===== config.mk =====
export PLATFORM = sky130hd
export DESIGN_NAME = swl_front
export DESIGN_NICKNAME = d
export VERILOG_FILES = /design/src/sv/sliding_window_event_limiter_unit_defines.svh /design/src/sv/swl_pkg.sv /design/src/sv/swl_front.sv
export SDC_FILE = /design/constraint.sdc
export NUM_CORES = 1
export LEC_CHECK = 0
export BUFFER_PORTS_ARGS = -buffer_cell sky130_fd_sc_hd__clkbuf_2
export CORE_MARGIN = 2
export CORE_UTILIZATION = 40
export DETAILED_ROUTE_END_ITERATION = 10
export PLACE_DENSITY_LB_ADDON = 0.08
export SLEW_MARGIN = 10
export SYNTH_ARGS = -nofsm -noshare
export SYNTH_HDL_FRONTEND = slang
export SYNTH_SLANG_ARGS = --single-unit

===== constraint.sdc =====
create_clock -name clk_i -period 3.22 [get_ports clk_i]
set_clock_uncertainty 0.05 [all_clocks]
set_input_delay 0.483 -clock clk_i [delete_from_list [all_inputs] [get_ports clk_i]]
set_output_delay 0.483 -clock clk_i [all_outputs]
set_load 0.005 [all_outputs]

===== src/sv/sliding_window_event_limiter_unit_defines.svh =====
// ----------------------------------------------------------------------------
// Assertion macros
// Concurrent check helpers for the sliding window event limiter.
// ----------------------------------------------------------------------------
`ifndef SLIDING_WINDOW_EVENT_LIMITER_UNIT_DEFINES_SVH
`define SLIDING_WINDOW_EVENT_LIMITER_UNIT_DEFINES_SVH

// Same-cycle implication, checked at every rising edge outside reset.
`define SWL_ASSERT_NOW(lbl, ante, cons, msg) \
  lbl: assert property (@(posedge clk_i) disable iff (!rst_ni) (ante) |-> (cons)) \
    else $error(msg);

// Next-cycle implication.
`define SWL_ASSERT_NEXT(lbl, ante, cons, msg) \
  lbl: assert property (@(posedge clk_i) disable iff (!rst_ni) (ante) |=> (cons)) \
    else $error(msg);

`endif


===== src/sv/swl_pkg.sv =====
`timescale 1ns / 1ps
// ----------------------------------------------------------------------------
// swl_pkg
// Shared types, limits and constants of the sliding window event limiter.
// ----------------------------------------------------------------------------
package swl_pkg;

  localparam int SWL_SOURCES      = 16;
  localparam int SWL_CREATE_SLOTS = 128;
  localparam int SWL_UPDATE_SLOTS = 2048;
  localparam int SWL_GLOBAL_SLOTS = 256;

  localparam int SWL_SLOT_W   = 4;
  localparam int SWL_QDEPTH   = 2;

  localparam logic [31:0] SWL_WINDOW_RST = 32'd10000;
  localparam logic [8:0]  SWL_GLIMIT_RST = 9'd200;

  typedef enum logic [0:0] {
    CFG_WINDOW = 1'b0,
    CFG_GLIMIT = 1'b1
  } swl_cfg_idx_e;

  typedef enum logic [2:0] {
    RSN_OK         = 3'd0,
    RSN_ACTIVE     = 3'd1,
    RSN_SRC_CREATE = 3'd2,
    RSN_GLOBAL     = 3'd3,
    RSN_UPDATE     = 3'd4
  } swl_reason_e;

  typedef enum logic [1:0] {
    TC_TRUSTED   = 2'd0,
    TC_USER      = 2'd1,
    TC_UNTRUSTED = 2'd2
  } swl_trust_e;

  localparam logic MODE_CREATE = 1'b0;
  localparam logic MODE_UPDATE = 1'b1;

  typedef struct packed {
    logic        mode;
    logic [3:0]  source_slot;
    logic [1:0]  trust_class;
    logic [15:0] live_events;
    logic [31:0] timestamp;
  } swl_req_t;

  typedef struct packed {
    logic       allowed;
    logic [2:0] reason;
    logic [4:0] limited_sources;
  } swl_res_t;

  typedef struct packed {
    logic [31:0] window_ticks;
    logic [8:0]  global_create_limit;
  } swl_cfg_t;

  function automatic logic [15:0] lim_create(logic [1:0] tc);
    logic [15:0] v;
    case (tc)
      TC_TRUSTED: v = 16'd120;
      TC_USER:    v = 16'd30;
      default:    v = 16'd10;
    endcase
    return v;
  endfunction

  function automatic logic [15:0] lim_update(logic [1:0] tc);
    logic [15:0] v;
    case (tc)
      TC_TRUSTED: v = 16'd1200;
      TC_USER:    v = 16'd300;
      default:    v = 16'd100;
    endcase
    return v;
  endfunction

  function automatic logic [15:0] lim_active(logic [1:0] tc);
    logic [15:0] v;
    case (tc)
      TC_TRUSTED: v = 16'd256;
      TC_USER:    v = 16'd64;
      default:    v = 16'd32;
    endcase
    return v;
  endfunction

endpackage


===== src/sv/swl_front.sv =====
`timescale 1ns / 1ps
// ----------------------------------------------------------------------------
// swl_front
// Takes commands, folds slot and trust class, queues them for the back end.
// ----------------------------------------------------------------------------
module swl_front #(
  parameter int SOURCES = swl_pkg::SWL_SOURCES
) (
  input  logic              clk_i,
  input  logic              rst_ni,
  input  logic              start,
  output logic              busy,
  input  swl_pkg::swl_req_t req_i,
  output logic              q_valid_o,
  output swl_pkg::swl_req_t q_item_o,
  input  logic              q_pop_i
);

  localparam int NMAP = 2 ** swl_pkg::SWL_SLOT_W;
  localparam int QD   = swl_pkg::SWL_QDEPTH;
  localparam int QP_W = (QD > 1) ? $clog2(QD) : 1;
  localparam int QC_W = $clog2(QD + 1);

  logic [swl_pkg::SWL_SLOT_W-1:0] slot_map [NMAP];

  for (genvar g = 0; g < NMAP; g++) begin : g_map
    assign slot_map[g] = swl_pkg::SWL_SLOT_W'(g % SOURCES);
  end

  swl_pkg::swl_req_t item;
  always_comb begin
    item             = req_i;
    item.source_slot = slot_map[req_i.source_slot];
    if (req_i.trust_class == 2'd3) item.trust_class = swl_pkg::TC_UNTRUSTED;
  end

  swl_pkg::swl_req_t q_mem [QD];
  logic [QP_W-1:0]   wr_q, rd_q;
  logic [QC_W-1:0]   cnt_q;
  logic              push;

  assign busy      = (cnt_q == QC_W'(QD));
  assign push      = start && !busy;
  assign q_valid_o = (cnt_q != '0);
  assign q_item_o  = q_mem[rd_q];

  always_ff @(posedge clk_i or negedge rst_ni) begin
    if (!rst_ni) begin
      wr_q  <= '0;
      rd_q  <= '0;
      cnt_q <= '0;
    end else begin
      if (push) wr_q <= (wr_q == QP_W'(QD - 1)) ? '0 : wr_q + 1'b1;
      if (q_pop_i) rd_q <= (rd_q == QP_W'(QD - 1)) ? '0 : rd_q + 1'b1;
      cnt_q <= cnt_q + QC_W'(push) - QC_W'(q_pop_i);
    end
  end

  always_ff @(posedge clk_i) begin
    if (push) q_mem[wr_q] <= item;
  end

endmodule


==> metrics.cfg <==
[status]
status = complete, no violations

[clock_network]
cts_tree = built
cts-htree-levels = 4
post_cts_buffers = 0
cts_sinks = 114
cts_made_buffers = 17
cts_root_buffer = clkbuf_8
clkLatencyLatePin_ns = 0.50
cts_buffer_depth = 2
clk_pin_slew_ns = 0.06

[cells_and_area]
layout.nets = 383
fillers = 898
insertedDiodeCount = 0
fin_area_um2 = 5650
final_cells = 475
area_growth_pct = 30.3
final_layout_size_suffix_gt1_share_pct = 61.8

[synth]
netlist_area_um2 = 4340
yosysTopAreaCell = edfxtp_1
syn_avg_cell_area_um2 = 22.8
synth_top_area_share_pct = 76.1
syn-num-nets = 251
ys_seq_elements = 114
synth-seq-area-share_pct = 78.5
synth.lib_cells_used.distinct = 17
netlist_instances = 190
synth_warnings = 0
yosys-top-cells-area = edfxtp_1 (76%), mux2_4 (14%), mux2_2 (3.9%)

[worst_setup_path]
crit_chain = buf_12 -> mux2_2 -> clkbuf_2
arrival_ns = 2.04
crit_type = reg -> out
cpPeakStageDelay_ns = 0.75
cp_slowest_cell = dfrtp_4
ff2ff_path_depth = 4
start_kind = flip-flop
cp_data_required_time_ns = 2.69
cp_max_fo = 29
crit_path_end_kind = primary output

[grt]
grt_pass1_vias = 2187
gr-usage-all-layers_pct = 13.0
grt-ovfl-total = 0
grt_pass1_wl_um = 10900
grt_max_degree = 31
antenna_found_initial = 0

[floorplan]
ios = 116
die_width_um = 108
die-area_um2 = 11700
start_util_pct = 40.5
core_area_um2 = 10700
dieHeight_um = 108
floorplan.rows = 38

[placement]
gp_congestion = 0.688
placedCellCount = 442
dp.final_hpwl_um = 4690
port_buffers = 115
dpl_cell_area_um2 = 5100
dp_slack_ns = 1.12

[sta]
fmaxAchievable_ghz = 0.389
rsz0062_at_grt = no
post-route-period-util_pct = 79.8
setup_viol = 0
fin_ws_ns = 0.649
hold_ws_ns = 0.118
relSlewSlack_pct = 48.5
hold_viol = 0
fin_tns_setup_ns = 0
worstMarginPinSlew_ns = 0.771
layout_min_cycle_time_ns = 2.57
slew_violations = 0

[power]
p_sw_share_pct = 26.3
p_leak_uw = 0.00229
seqPwrFrac_pct = 41.9
pwr-share-clk_pct = 31.7
comb_power_share_pct = 26.4
ir_worst_vdd_mv = 0.414
power.internal_uw = 3880
powerDensity_nw_per_um2 = 931
switchingPower_uw = 1380

[drt]
wl_per_cell_um = 15.6
num_vias = 2160
drt-pass1-iter-count = 4
ant_nets = 0
viasPerCell = 4.55
drtIter0Drc = 49
remaining_drc_errors = 0
drt_wl_total_um = 7430

[min_path]
worstHoldPathType = in -> reg
min_path_cells = 1

[job]
drv_cap = 0

==> synth_stat cells <==
library cell  count
nor2_1            1
dfrtp_1           4
buf_6             5
mux2_2           15
nor2b_1           1
nand2_1           1
ha_1              2
clkbuf_1          1
nand2b_1          1
xor2_1            1
inv_1             2
or2_2             1
xnor2_1           3
buf_2             1
edfxtp_1        110
and3_1            1
mux2_4           40
==> repair_timing <==
action	4_1_cts	5_1_grt
hold endpoints to repair	4	0
resized for setup	0	0
hold buffers	1	0
==> final timing paths <==
path,slack [ns],startpoint,endpoint
worst max-delay path,0.65,rd_q$_DFFE_PN0P_,q_item_o[45]
min in group asynchronous,0.28,rst_ni,cnt_q[0]$_DFF_PN0_
worst max register to register,1.27,cnt_q[1]$_DFF_PN0_,q_mem[0][48]$_DFFE_PP_
worst min register to register,0.44,cnt_q[1]$_DFF_PN0_,cnt_q[1]$_DFF_PN0_
max in group asynchronous,2.68,rst_ni,rd_q$_DFFE_PN0P_
worst min-delay path,0.12,req_i[28],q_mem[0][28]$_DFFE_PP_
==> power by group through the flow <==
stage / Combinational, uW / Clock (uW) / Sequential (uW)
after floorplan: 978 / 0 / 2140
after global placement: 1440 / 0 / 2230
after detailed placement: 1430 / 0 / 2240
after CTS: 1440 / 1710 / 2210
after global routing: 1520 / 1770 / 2240
final: 1390 / 1670 / 2210
==> cells by family (layout without fill, tap and decap cells) <==
group,after synthesis,in the layout,share of synthesized area [%]
DFF,114,114,78.5
and+or+nand+nor,6,6,0.750
buffers and inverters,9,154,1.67
muxes,55,55,17.7
adders and majority gates,2,2,0.577
xor gates and xnor gates,4,4,0.808
==> placed cells by master (no fill, tap or decap) <==
| master | Yosys | routed |
|---|---|---|
| clkbuf_8 | 0 | 3 |
| clkbuf_1 | 1 | 3 |
| clkinv_4 | 0 | 1 |
| nand2_1 | 1 | 1 |
| xor2_1 | 1 | 1 |
| or2_2 | 1 | 1 |
| mux2_2 | 15 | 15 |
| clkinvlp_4 | 0 | 3 |
| buf_12 | 0 | 3 |
| ha_1 | 2 | 2 |
| dfrtp_1 | 4 | 3 |
| dlygate4sd3_1 | 0 | 1 |
| edfxtp_1 | 110 | 110 |
| and3_2 | 0 | 1 |
| nand2b_1 | 1 | 1 |
| buf_4 | 0 | 1 |
| nor2_4 | 0 | 1 |
| inv_1 | 2 | 2 |
| dfrtp_4 | 0 | 1 |
| clkbuf_2 | 0 | 115 |
| bufinv_16 | 0 | 1 |
| xnor2_1 | 3 | 3 |
| nor2b_1 | 1 | 1 |
| mux2_4 | 40 | 40 |
| clkinv_2 | 0 | 5 |
| clkbuf_16 | 0 | 16 |
==> cell type report <==
type / count / area [um2] / area share (%)
clock inverter: 10 / 86.3 / 1.53
inverter: 2 / 7.51 / 0.133
timing repair buffer: 120 / 653 / 11.6
multi-input combinational: 67 / 871 / 15.4
sequential: 114 / 3410 / 60.3
tap: 140 / 175 / 3.10
clock buffer: 22 / 453 / 8.01
==> sequential cells by signal (all words and copies together) (netlist names) <==
name / cells
wr_q: 1
cnt_q: 2
q_mem: 110
rd_q: 1
==> worst max-delay path, delay by kind of cell (launching register included) <==
kind,cells,cell delay (ns)
flops,1,0.75
buf+inv,2,0.42
mux,1,0.36
==> per-stage QoR <==
stage,util [%],total power (uW)
3_3_place_gp,47.7,3670
5_1_grt,52.8,5530
4_1_cts,52.8,5360
3_5_place_dp,47.7,3670
2_1_floorplan,-,3120
6_report,52.8,5260
==> per-layer routing <==
layer | vias up | global-route usage, % | part of all wire [%]
met5 | - | 0 | 0
met4 | 0 | 5.77 | 1.2
met3 | 7 | 5.91 | 7.5
met2 | 76 | 20.8 | 49
met1 | 1065 | 15.0 | 42
li1 | 1012 | - | -
(Power assumes the default switching activity.)
